[src/design/ghre_pkg.sv]
// shared types and constants of the gamepad report encoder
`timescale 1ns / 1ps

package ghre_pkg;

   // report layouts selected by the profile register
   typedef enum logic [1:0] {
      PROFILE_GENERIC  = 2'd0,
      PROFILE_CONSOLE  = 2'd1,
      PROFILE_KEYBOARD = 2'd2,
      PROFILE_PSLAYOUT = 2'd3
   } profile_type;

   // hat code for a centered d-pad
   localparam logic [3:0] HAT_NEUTRAL = 4'h8;

   // classified gamepad state handed from the front to the back
   typedef struct packed {
      profile_type profile;
      logic [15:0] buttons;
      logic [3:0]  dir;       // d-pad after opposing directions cancel
      logic [3:0]  hat;       // 0..7 clockwise from up, neutral otherwise
      logic [7:0]  stick_x;
      logic [7:0]  stick_y;
   } report_desc_type;

endpackage

[src/design/ghre_front.sv]
// front end: profile register, input handshake and d-pad classification
`timescale 1ns / 1ps

module ghre_front (
   input  logic                     clock,
   input  logic                     reset,
   input  logic                     csr_write_enable,
   input  logic [1:0]               csr_write_data,
   input  logic                     req_valid,
   output logic                     req_ready,
   input  logic [15:0]              req_buttons,
   input  logic [3:0]               req_dpad,
   input  logic signed [7:0]        req_stick_x,
   input  logic signed [7:0]        req_stick_y,
   input  logic                     queue_full,
   output logic                     queue_push,
   output ghre_pkg::report_desc_type queue_desc
);
   import ghre_pkg::*;

   profile_type profile_ff;
   profile_type profile_in;
   logic [1:0]  vert;
   logic [1:0]  horz;
   logic [3:0]  dir;
   logic [3:0]  hat;

   // profile register
   always_comb begin
      profile_in = profile_ff;
      if (csr_write_enable) begin
         profile_in = profile_type'(csr_write_data);
      end
   end

   always_ff @(posedge clock) begin
      if (reset) begin
         profile_ff <= PROFILE_GENERIC;
      end else begin
         profile_ff <= profile_in;
      end
   end

   // opposing directions cancel
   always_comb begin
      vert = (req_dpad[1:0] == 2'b11) ? 2'b00 : req_dpad[1:0];
      horz = (req_dpad[3:2] == 2'b11) ? 2'b00 : req_dpad[3:2];
      dir  = {horz, vert};
   end

   // hat code, diagonals first
   always_comb begin
      if (dir[0] && dir[3]) begin
         hat = 4'd1;
      end else if (dir[1] && dir[3]) begin
         hat = 4'd3;
      end else if (dir[1] && dir[2]) begin
         hat = 4'd5;
      end else if (dir[0] && dir[2]) begin
         hat = 4'd7;
      end else if (dir[0]) begin
         hat = 4'd0;
      end else if (dir[3]) begin
         hat = 4'd2;
      end else if (dir[1]) begin
         hat = 4'd4;
      end else if (dir[2]) begin
         hat = 4'd6;
      end else begin
         hat = HAT_NEUTRAL;
      end
   end

   // handshake and descriptor
   assign req_ready  = !queue_full;
   assign queue_push = req_valid && !queue_full;

   always_comb begin
      queue_desc.profile = profile_ff;
      queue_desc.buttons = req_buttons;
      queue_desc.dir     = dir;
      queue_desc.hat     = hat;
      queue_desc.stick_x = req_stick_x;
      queue_desc.stick_y = req_stick_y;
   end

endmodule

[src/design/ghre_queue.sv]
// small descriptor queue between front and back
`timescale 1ns / 1ps

module ghre_queue #(
   parameter int DEPTH = 2
) (
   input  logic                      clock,
   input  logic                      reset,
   input  logic                      push,
   input  ghre_pkg::report_desc_type push_desc,
   output logic                      full,
   input  logic                      pop,
   output logic                      head_valid,
   output ghre_pkg::report_desc_type head_desc
);
   import ghre_pkg::*;

   localparam int PTR_W = (DEPTH > 1) ? $clog2(DEPTH) : 1;
   localparam int CNT_W = $clog2(DEPTH + 1);

   report_desc_type  entry_ff [DEPTH];
   logic [PTR_W-1:0] wr_ptr_ff;
   logic [PTR_W-1:0] wr_ptr_in;
   logic [PTR_W-1:0] rd_ptr_ff;
   logic [PTR_W-1:0] rd_ptr_in;
   logic [CNT_W-1:0] count_ff;
   logic [CNT_W-1:0] count_in;

   assign full       = (count_ff == CNT_W'(DEPTH));
   assign head_valid = (count_ff != '0);
   assign head_desc  = entry_ff[rd_ptr_ff];

   // pointer and fill count update
   always_comb begin
      wr_ptr_in = wr_ptr_ff;
      rd_ptr_in = rd_ptr_ff;
      count_in  = count_ff;
      if (push) begin
         wr_ptr_in = (wr_ptr_ff == PTR_W'(DEPTH - 1)) ? '0 : wr_ptr_ff + PTR_W'(1);
      end
      if (pop) begin
         rd_ptr_in = (rd_ptr_ff == PTR_W'(DEPTH - 1)) ? '0 : rd_ptr_ff + PTR_W'(1);
      end
      if (push && !pop) begin
         count_in = count_ff + CNT_W'(1);
      end else if (pop && !push) begin
         count_in = count_ff - CNT_W'(1);
      end
   end

   always_ff @(posedge clock) begin
      if (reset) begin
         wr_ptr_ff <= '0;
         rd_ptr_ff <= '0;
         count_ff  <= '0;
      end else begin
         wr_ptr_ff <= wr_ptr_in;
         rd_ptr_ff <= rd_ptr_in;
         count_ff  <= count_in;
      end
   end

   // entry storage
   always_ff @(posedge clock) begin
      if (push) begin
         entry_ff[wr_ptr_ff] <= push_desc;
      end
   end

endmodule

[src/design/ghre_back.sv]
// back end: report byte generation and output register
`timescale 1ns / 1ps

module ghre_back (
   input  logic                      clock,
   input  logic                      reset,
   input  logic                      head_valid,
   input  ghre_pkg::report_desc_type head_desc,
   output logic                      queue_pop,
   output logic                      rsp_valid,
   input  logic                      rsp_ready,
   output logic [7:0]                rsp_report_byte,
   output logic [4:0]                rsp_byte_index,
   output logic                      rsp_last_byte
);
   import ghre_pkg::*;

   localparam int KEY_COUNT = 15;

   // keyboard usages: B2,L1,R1,L2,R2,S1,S2,L3,R3,A1,A2, then up,down,right,left
   localparam logic [6:0] KEY_USAGE [KEY_COUNT] = '{
      7'h1D, 7'h06, 7'h2C, 7'h19, 7'h1B, 7'h22, 7'h1E, 7'h2E,
      7'h2D, 7'h26, 7'h3B, 7'h52, 7'h51, 7'h4F, 7'h50
   };

   localparam logic [4:0] LAST_GENERIC  = 5'd4;
   localparam logic [4:0] LAST_CONSOLE  = 5'd15;
   localparam logic [4:0] LAST_KEYBOARD = 5'd16;
   localparam logic [4:0] LAST_PSLAYOUT = 5'd6;

   localparam logic [7:0] AXIS_FLIP = 8'h80;
   localparam logic [7:0] AXIS_HIGH = 8'h80;
   localparam logic [7:0] TRIG_LOW  = 8'hFF;
   localparam logic [7:0] TRIG_HIGH = 8'h03;

   logic        valid_ff;
   logic        valid_in;
   logic [7:0]  byte_ff;
   logic [7:0]  byte_in;
   logic [4:0]  index_ff;
   logic [4:0]  index_in;
   logic        last_ff;
   logic        last_in;
   logic [4:0]  count_ff;
   logic [4:0]  count_in;

   logic        load;
   logic [15:0] b;
   logic [15:0] generic_btn;
   logic [15:0] console_btn;
   logic [15:0] ps_btn;
   logic [KEY_COUNT-1:0] keys;
   logic [7:0]  kb_byte;
   logic [3:0]  console_hat;
   logic [4:0]  last_index;
   logic [7:0]  value;

   assign b = head_desc.buttons;

   // button layouts
   always_comb begin
      generic_btn = {b[15], 1'b0, b[13:0]};
      ps_btn      = {2'b00, b[13:0]};
      console_btn = {1'b0, b[11], b[10], b[12], b[9], b[8], 2'b00,
                     b[5], b[4], 1'b0, b[3], b[2], 1'b0, b[1], b[0]};
      console_hat = (head_desc.hat == HAT_NEUTRAL) ? 4'd0 : head_desc.hat + 4'd1;
   end

   // keyboard byte at the current position
   always_comb begin
      keys = {head_desc.dir[2], head_desc.dir[3], head_desc.dir[1], head_desc.dir[0],
              b[13:4], b[1]};
      kb_byte = '0;
      if (count_ff == 5'd0) begin
         kb_byte = {5'b00000, b[3], b[0], b[2]};
      end else begin
         for (int k = 0; k < KEY_COUNT; k++) begin
            if (keys[k] && ({1'b0, KEY_USAGE[k][6:3]} + 5'd1 == count_ff)) begin
               kb_byte = kb_byte | (8'd1 << KEY_USAGE[k][2:0]);
            end
         end
      end
   end

   // byte value and report length per profile
   always_comb begin
      value      = '0;
      last_index = LAST_GENERIC;
      case (head_desc.profile)
         PROFILE_GENERIC: begin
            last_index = LAST_GENERIC;
            case (count_ff)
               5'd0:    value = generic_btn[7:0];
               5'd1:    value = generic_btn[15:8];
               5'd2:    value = {4'h0, head_desc.hat};
               5'd3:    value = head_desc.stick_x;
               5'd4:    value = head_desc.stick_y;
               default: value = '0;
            endcase
         end
         PROFILE_CONSOLE: begin
            last_index = LAST_CONSOLE;
            case (count_ff)
               5'd1:    value = head_desc.stick_x ^ AXIS_FLIP;
               5'd3:    value = head_desc.stick_y ^ AXIS_FLIP;
               5'd5:    value = AXIS_HIGH;
               5'd7:    value = AXIS_HIGH;
               5'd8:    value = b[6] ? TRIG_LOW : 8'h00;
               5'd9:    value = b[6] ? TRIG_HIGH : 8'h00;
               5'd10:   value = b[7] ? TRIG_LOW : 8'h00;
               5'd11:   value = b[7] ? TRIG_HIGH : 8'h00;
               5'd12:   value = {4'h0, console_hat};
               5'd13:   value = console_btn[7:0];
               5'd14:   value = console_btn[15:8];
               default: value = '0;
            endcase
         end
         PROFILE_KEYBOARD: begin
            last_index = LAST_KEYBOARD;
            value      = kb_byte;
         end
         PROFILE_PSLAYOUT: begin
            last_index = LAST_PSLAYOUT;
            case (count_ff)
               5'd0:    value = ps_btn[7:0];
               5'd1:    value = ps_btn[15:8];
               5'd2:    value = {4'h0, head_desc.hat};
               5'd3:    value = head_desc.stick_x;
               5'd4:    value = head_desc.stick_y;
               default: value = '0;
            endcase
         end
         default: begin
            last_index = LAST_GENERIC;
            value      = '0;
         end
      endcase
   end

   // output register loads when the queue has a head and the register is empty or being taken
   assign load      = head_valid && (!valid_ff || rsp_ready);
   assign queue_pop = load && (count_ff == last_index);

   always_comb begin
      valid_in = valid_ff;
      byte_in  = byte_ff;
      index_in = index_ff;
      last_in  = last_ff;
      count_in = count_ff;
      if (valid_ff && rsp_ready) begin
         valid_in = 1'b0;
      end
      if (load) begin
         valid_in = 1'b1;
         byte_in  = value;
         index_in = count_ff;
         last_in  = (count_ff == last_index);
         count_in = (count_ff == last_index) ? 5'd0 : count_ff + 5'd1;
      end
   end

   always_ff @(posedge clock) begin
      if (reset) begin
         valid_ff <= 1'b0;
         count_ff <= '0;
      end else begin
         valid_ff <= valid_in;
         count_ff <= count_in;
      end
   end

   always_ff @(posedge clock) begin
      byte_ff  <= byte_in;
      index_ff <= index_in;
      last_ff  <= last_in;
   end

   assign rsp_valid       = valid_ff;
   assign rsp_report_byte = byte_ff;
   assign rsp_byte_index  = index_ff;
   assign rsp_last_byte   = last_ff;

endmodule

[src/design/gamepad_hid_report_encoder_unit.sv]
// top level of the gamepad input report encoder
`timescale 1ns / 1ps

// Usage:
//   req_* carries one gamepad state per transaction (buttons, d-pad, stick x/y).
//   rsp_* carries the encoded input report, one byte per transaction, with its
//   position in rsp_byte_index and rsp_last_byte set on the final byte.
//   csr_write_enable/csr_write_data set the report profile (0 generic, 1 console
//   style, 2 keyboard, 3 ps layout); write it only while no report is in flight.
// Path: a request is written into the queue at the accepting edge, and the
//   first byte of its report is then loaded from the queue head into the
//   output register.
// Throughput: one report byte per cycle from the serializer in the back end
//   while rsp_ready is high; a report has 5, 16, 17 or 7 bytes for profiles
//   0 to 3, and requests are taken back to back while the queue has room.
// Reset: the queue and output register empty, the profile returns to generic.
// Stall: when rsp_ready is low the output byte holds; the back end stops, the
//   queue absorbs up to QUEUE_DEPTH states, then req_ready drops.
module gamepad_hid_report_encoder_unit #(
   parameter int QUEUE_DEPTH = 2
) (
   input  logic               clock,
   input  logic               reset,
   input  logic               csr_write_enable,
   input  logic [1:0]         csr_write_data,
   input  logic               req_valid,
   output logic               req_ready,
   input  logic [15:0]        req_buttons,
   input  logic [3:0]         req_dpad,
   input  logic signed [7:0]  req_stick_x,
   input  logic signed [7:0]  req_stick_y,
   output logic               rsp_valid,
   input  logic               rsp_ready,
   output logic [7:0]         rsp_report_byte,
   output logic [4:0]         rsp_byte_index,
   output logic               rsp_last_byte
);
   import ghre_pkg::*;

   logic            queue_full;
   logic            queue_push;
   logic            queue_pop;
   logic            head_valid;
   report_desc_type push_desc;
   report_desc_type head_desc;

   // classify and accept
   ghre_front u_front (
      .clock            (clock),
      .reset            (reset),
      .csr_write_enable (csr_write_enable),
      .csr_write_data   (csr_write_data),
      .req_valid        (req_valid),
      .req_ready        (req_ready),
      .req_buttons      (req_buttons),
      .req_dpad         (req_dpad),
      .req_stick_x      (req_stick_x),
      .req_stick_y      (req_stick_y),
      .queue_full       (queue_full),
      .queue_push       (queue_push),
      .queue_desc       (push_desc)
   );

   // decoupling queue
   ghre_queue #(
      .DEPTH (QUEUE_DEPTH)
   ) u_queue (
      .clock      (clock),
      .reset      (reset),
      .push       (queue_push),
      .push_desc  (push_desc),
      .full       (queue_full),
      .pop        (queue_pop),
      .head_valid (head_valid),
      .head_desc  (head_desc)
   );

   // serialize report bytes
   ghre_back u_back (
      .clock           (clock),
      .reset           (reset),
      .head_valid      (head_valid),
      .head_desc       (head_desc),
      .queue_pop       (queue_pop),
      .rsp_valid       (rsp_valid),
      .rsp_ready       (rsp_ready),
      .rsp_report_byte (rsp_report_byte),
      .rsp_byte_index  (rsp_byte_index),
      .rsp_last_byte   (rsp_last_byte)
   );

endmodule
[config.mk]
export PLATFORM = sky130hd
export DESIGN_NAME = gamepad_hid_report_encoder_unit
export DESIGN_NICKNAME = d
export VERILOG_FILES = /design/src/design/ghre_pkg.sv /design/src/design/ghre_front.sv /design/src/design/ghre_queue.sv /design/src/design/ghre_back.sv /design/src/design/gamepad_hid_report_encoder_unit.sv
export SDC_FILE = /design/constraint.sdc
export NUM_CORES = 1
export LEC_CHECK = 0
export BUFFER_PORTS_ARGS = -buffer_cell sky130_fd_sc_hd__buf_2
export CAP_MARGIN = 15
export CORE_MARGIN = 4
export CORE_UTILIZATION = 50
export CTS_CLUSTER_DIAMETER = 30
export DETAILED_ROUTE_END_ITERATION = 7
export GPL_TIMING_DRIVEN = 0
export PLACE_DENSITY_LB_ADDON = 0.08
export REMOVE_ABC_BUFFERS = 1
export SYNTH_ARGS = -nofsm -noshare
export SYNTH_HDL_FRONTEND = slang
export SYNTH_SLANG_ARGS = --single-unit
[constraint.sdc]
create_clock -name clock -period 5.8 [get_ports clock]
set_clock_uncertainty 0.1 [all_clocks]
set_input_delay 0.29 -clock clock [delete_from_list [all_inputs] [get_ports clock]]
set_output_delay 0.29 -clock clock [all_outputs]
set_load 0.02 [all_outputs]
== Word-level counts from Yosys, hierarchy flattened ==
Memories as Yosys holds them, arrays and structs flattened. A register that Yosys moved wholly into a read port is not among the register bits.
Index checks and enable logic that the tools add are counted.

* Output and inout port bits: 16
* RAM bits: 84
* Register bits: 26
* Word-level logic and storage cells: 129
* Memories kept: 1

* Eq/ne operators: 28
* Mux-type cells: 47
* Bitwise gates (word level): 2
* Reduce and logical (&&, ||, !) cells: 36
* Add/subtract/negate cells: 6

{| class="wikitable"
|+ Memories
! name !! depth !! width !! read ports !! clocked after Yosys merged registers in !! wr ports !! RTL line !! text
|-
| u_queue.entry_ff || 2 || 42 || 1 || 1 || 1 || ghre_queue.sv:21 || <nowiki>report_desc_type entry_ff [DEPTH];</nowiki>
|}

{| class="wikitable"
|+ Operators with widths
! kind !! count
|-
| one-hot mux 8 bit (10 select lines) || 1
|-
| one-hot mux 8 bit (5 select lines) || 2
|-
| 2-to-1 mux 4 bit || 11
|-
| equality test 5 x 4 -> 1 bit (second input constant) || 7
|-
| 2-to-1 mux 8 bit || 4
|-
| one-hot mux 8 bit (4 select lines) || 1
|-
| 2-to-1 mux 7 bit || 4
|-
| logical AND 1 bit || 25
|-
| one-hot mux 5 bit (4 select lines) || 1
|-
| 2-to-1 mux 2 bit || 8
|-
| equality test 3 x 5 -> 1 bit (first input constant) || 3
|-
| equality test 4 x 5 -> 1 bit (first input constant) || 3
|-
| equality test 5 x 3 -> 1 bit (second input constant) || 3
|-
| 2-to-1 mux 6 bit || 2
|-
| equality test 2 bit (second input constant) || 5
|-
| equality test 5 x 2 -> 1 bit (second input constant) || 2
|-
| 2-to-1 mux 5 bit || 2
|-
| 2-to-1 mux 1 bit || 9
|-
| 2-to-1 mux 3 bit || 2
|-
| nonzero test 2 bit || 3
|-
| adder 5 x 1 -> 5 bit (second input constant) || 1
|-
| equality test 1 x 5 -> 1 bit (first input constant) || 1
|-
| equality test 5 x 1 -> 1 bit (second input constant) || 1
|-
| equality test 5 bit || 1
|-
| other kinds (12) || 17
|}

== Logic depth before layout (Yosys ltp) ==
* Depth in word-level cells: 19
* Mapped depth: 10
* Gate-level depth less buffers: 8

== Hierarchy ==
Synthesis repeated with hierarchy kept, for this count alone.

* Cell total of the unflattened synthesis: 417
* Area, all modules: 5445.2 um2

{| class="wikitable"
|+ Modules (own cells, without submodules)
! module !! times used !! area each (um2) !! sequential area each (um2) !! cells each
|-
| ghre_queue || 1 || 3240.6 || 2622.5 || 153
|-
| ghre_back || 1 || 1805.5 || 540.5 || 214
|-
| ghre_front || 1 || 399.1 || 40.0 || 50
|}

== Worst setup path before layout ==
Ideal clock, no wire load.

* Kind: flip-flop to flip-flop
* From: register u_queue.count_ff[0]
* To: memory u_queue.entry_ff[0][0] (netlist name) (enable)
* Path slack: 2.725 ns
* Arrival time: 2.535 ns
* Period minus slack after synthesis: 3.075 ns
* Stages on the path, launching flop included: 4
* Library setup time: 0.439 ns
* Required time: 5.261 ns
* Path through: dfxtp_1 nand2b_1 nand2_1 nor2_1

* Cells in the longest elaborated chain, start to end: 5

{| class="wikitable"
|+ RTL lines
! what !! RTL line !! text
|-
| start: declaration || ghre_queue.sv:26 || <nowiki>logic [CNT_W-1:0] count_ff;</nowiki>
|-
| start signal: assignment || ghre_queue.sv:59 || <nowiki>count_ff <= count_in;</nowiki>
|-
| equality test 2 bit || ghre_queue.sv:29 || <nowiki>assign full = (count_ff == CNT_W'(DEPTH));</nowiki>
|-
| logical NOT 1 bit || -- ||
|-
| net req_ready || gamepad_hid_report_encoder_unit.sv:27 || <nowiki>output logic req_ready,</nowiki>
|-
| logical AND 1 bit || ghre_front.sv:76 || <nowiki>assign queue_push = req_valid && !queue_full;</nowiki>
|-
| 2-to-1 mux 1 bit || ghre_queue.sv:65 || <nowiki>if (push) begin</nowiki>
|-
| 2-to-1 mux 1 bit (not written as such) || ghre_queue.sv:66 || <nowiki>entry_ff[wr_ptr_ff] <= push_desc;</nowiki>
|-
| end: declaration || ghre_queue.sv:21 ||
|}

The timed path passes the listed nets, and every way through them passes these cells.

==> run metrics <==
status=complete, no violations; first-pass GRT wire length=around 17,000 um; Synth area leaders=edfxtp_1 (55%), mux2i_1 (6.3%), dfxtp_1 (5.0%), o22ai_1 (2.6%), mux2_2 (2.2%); largest net degree at the start of global routing=33; Synth Register Bits=109; grt total ovfl=0; crit path time final=3000 ps; clk_lat worst skew=between 300 and 400 ps; DRC viols=0; Worst Hold Endpoint=u_queue.entry_ff[0][33]; Post-CTS Setup Inserts=0; total wire length=11,400 um; Initial Util=0.509; I/O pins=59; Worst IR Drop VDD=0.000145 V; hold path depth=1; mux contribution to synthesized area=0.0951; area share of xor/xnor cells in the synthesized design=0.0118; Final TNS setup=0 ps; worst hold path type=primary input to register; Max-Cap Viols=0; die area=12,100 um^2; Syn Std Cell Area=5210 um^2; post-DP HPWL=7850 um; Slew HR=0.303; WP data required=roughly 6000 ps; r2r setup slk=2800 ps; post-synthesis simple-gate area fraction=0.110; CTS max path bufs=2; Worst Min Path Start=req_buttons[9]; RR Endpoint=u_queue.count_ff[1]; post-synth cell types=72; Power Density=372 nW/um^2; number of global-route vias before repair=3,361; crit share post-route=0.518; diode count=0; WP data arrival=3210 ps; synth warn=0; Leak=0.00212 uW; Final ANT Viol Nets=0; routed vias/inst=5.88; crit path capture type=register; crit start category=register; nets=513; ys async rst share=0; hold slack=18.2 ps; synthesized area per cell=roughly 13 um^2; CTS sink cnt=approximately 110; row cnt=37; clk slew on worst S/H paths=100 ps; Multi-input gate area=around 1900 um^2; post-synth top area share=0.553; die width=110 um; Post-synth EDFFs=96; DR pass1 iterations=5; RSZ-0062 raised after global routing=no; top_reg_cell synth=edfxtp_1; drt wl/cell=19.0 um; Die Ht=about 110 um; reg2reg path depth=8; synthesized instance count=387; main combinational cell family by area after synthesis=compound AO/OA/AOI/OAI gates; Final Hold Fails=0; Vias=about 3,600; Area growth, synth to finish=15.4%; CTS tree=done; Core Area=roughly 10,000 um^2; RD Place Congestion=0.944; compound-cell area share of the yosys netlist=0.120; initial DRC count=286; Port Buffers=57; Seq/Total Area, Yosys=0.603; FILL cells=829; Adder-Cell Fraction of Synth Area=0.0168; Slew Limit Fails=0; critical path type=register to register; Synth area leader=edfxtp_1; Final setup viols=0; share of cells above drive strength 1=0.222; CP Max Fanout=32; Peak Freq=0.333 GHz; Root Buffer=clkbuf_8; Clock H-tree levels=3; sequential cell area=3140 um^2; slew of the pin with the lowest slew margin=1050 ps; initial antenna violation count=0; total track usage=0.193; cts bufs inserted=9
-- metrics by stage --
step / total power, uW / util / setup slack, ps / area [um^2] / std cells
after floorplan: 1570 / - / 2260 / 5040 / 365
after global placement: 1790 / 0.537 / 1560 / 5490 / 558
after detailed placement: 1800 / 0.544 / 2810 / 5560 / 561
after CTS: 2240 / 0.586 / 2780 / 5990 / 602
after global routing: 2350 / 0.588 / 2650 / 6010 / 604
final: 2230 / 0.588 / 2800 / 6010 / 604
-- kinds of logic after synthesis --
group                    Yosys count
XOR/XNOR                           7
AO/OA/AOI/OAI                     86
AND/OR/NAND/NOR                   97
multiplexers                      46
adder cells (fa/ha/maj)            7
buffers and inverters             35
flip-flops                       109
-- registers in the layout (all words and copies together) (netlist names), named ones only --
name,count
u_back.rsp_valid,1
u_queue.wr_ptr_ff,1
u_back.rsp_report_byte,8
u_queue.count_ff,2
u_queue.entry_ff,82
u_front.profile_ff,2
u_back.rsp_byte_index,5
u_back.count_ff,5
u_queue.rd_ptr_ff,1
u_back.rsp_last_byte,1
-- per-layer routing --
layer | track usage | vias to the layer above | share of wire | routed length, um
li1 | - | 1662 | - | -
met1 | 0.255 | 1731 | 0.42 | 4850
met2 | 0.320 | 141 | 0.50 | 5770
met3 | 0.0390 | 20 | 0.058 | 661
met4 | 0.0614 | 0 | 0.015 | 173
met5 | 0 | - | 0 | 0
-- cell usage after synthesis, types with 4 or more instances --
cell type / number
inv_1: 13
nor3_1: 7
nor2_1: 28
mux2_2: 10
mux2i_1: 33
clkbuf_1: 4
xor2_1: 5
ha_1: 7
nand2b_1: 7
a21oi_1: 8
o22ai_1: 22
a211oi_1: 6
buf_6: 6
o21ai_0: 11
nor2b_1: 7
dfxtp_1: 13
edfxtp_1: 96
buf_2: 6
nand2_1: 14
-- worst max path at each step --
stage / depth (start not counted) / to / slack (ps) / start
6_report: 8 / u_queue.count_ff[1] / 2800 / register
5_1_grt: 8 / u_queue.count_ff[1] / 2650 / register
4_1_cts: 8 / u_queue.count_ff[1] / 2780 / register
3_5_place_dp: 8 / u_queue.count_ff[1] / 2810 / register
3_3_place_gp: 5 / u_back.rsp_report_byte[1] / 1560 / register
2_1_floorplan: 7 / u_queue.count_ff[1] / 2260 / register
-- power by group --
part | total [uW] | switching, uW | leakage (uW) | internal (uW)
Combinational | 712 | 443 | 0.00101 | 270
Clock | 430 | 267 | 0.0000959 | 163
Sequential | 1090 | 62.6 | 0.00101 | 1030
-- timing repair --
| action | CTS | global route |
|---|---|---|
| gates resized for setup | 0 | 0 |
| hold endpoints to repair | 49 | 4 |
| setup endpoints to repair | 0 | 0 |
| hold buffers | 25 | 2 |
-- worst max-delay path: stages (launching register included) --
cell and delay [ps]:
dfxtp_2 710, buf_12 290, mux2_2 410, o31ai_1 260, o32a_2 230, nand2_4 80
ha_1 370, or3_1 350, a21oi_1 130
-- area by class of cell --
type / count / share of cell area
flip-flops and latches: 109 / 0.523
clock inverters: 7 / 0.00937
repair buffers: 87 / 0.102
clock buffers: 9 / 0.0206
multi-input cells: 243 / 0.308
well taps: 136 / 0.0283
inverters: 13 / 0.00812
-- cell usage in the layout (no fill, tap or decap), types with 9 or more instances in the layout --
| master | n |
|---|---|
| edfxtp_1 | 96 |
| buf_2 | 57 |
| mux2i_1 | 33 |
| nor2_1 | 27 |
| dlygate4sd3_1 | 27 |
| o22ai_1 | 22 |
| nand2_1 | 14 |
| inv_1 | 13 |
| dfxtp_1 | 12 |
| o21ai_0 | 11 |
| mux2_2 | 10 |
| clkbuf_8 | 9 |
Note: power is estimated with default switching activity, not from simulation.
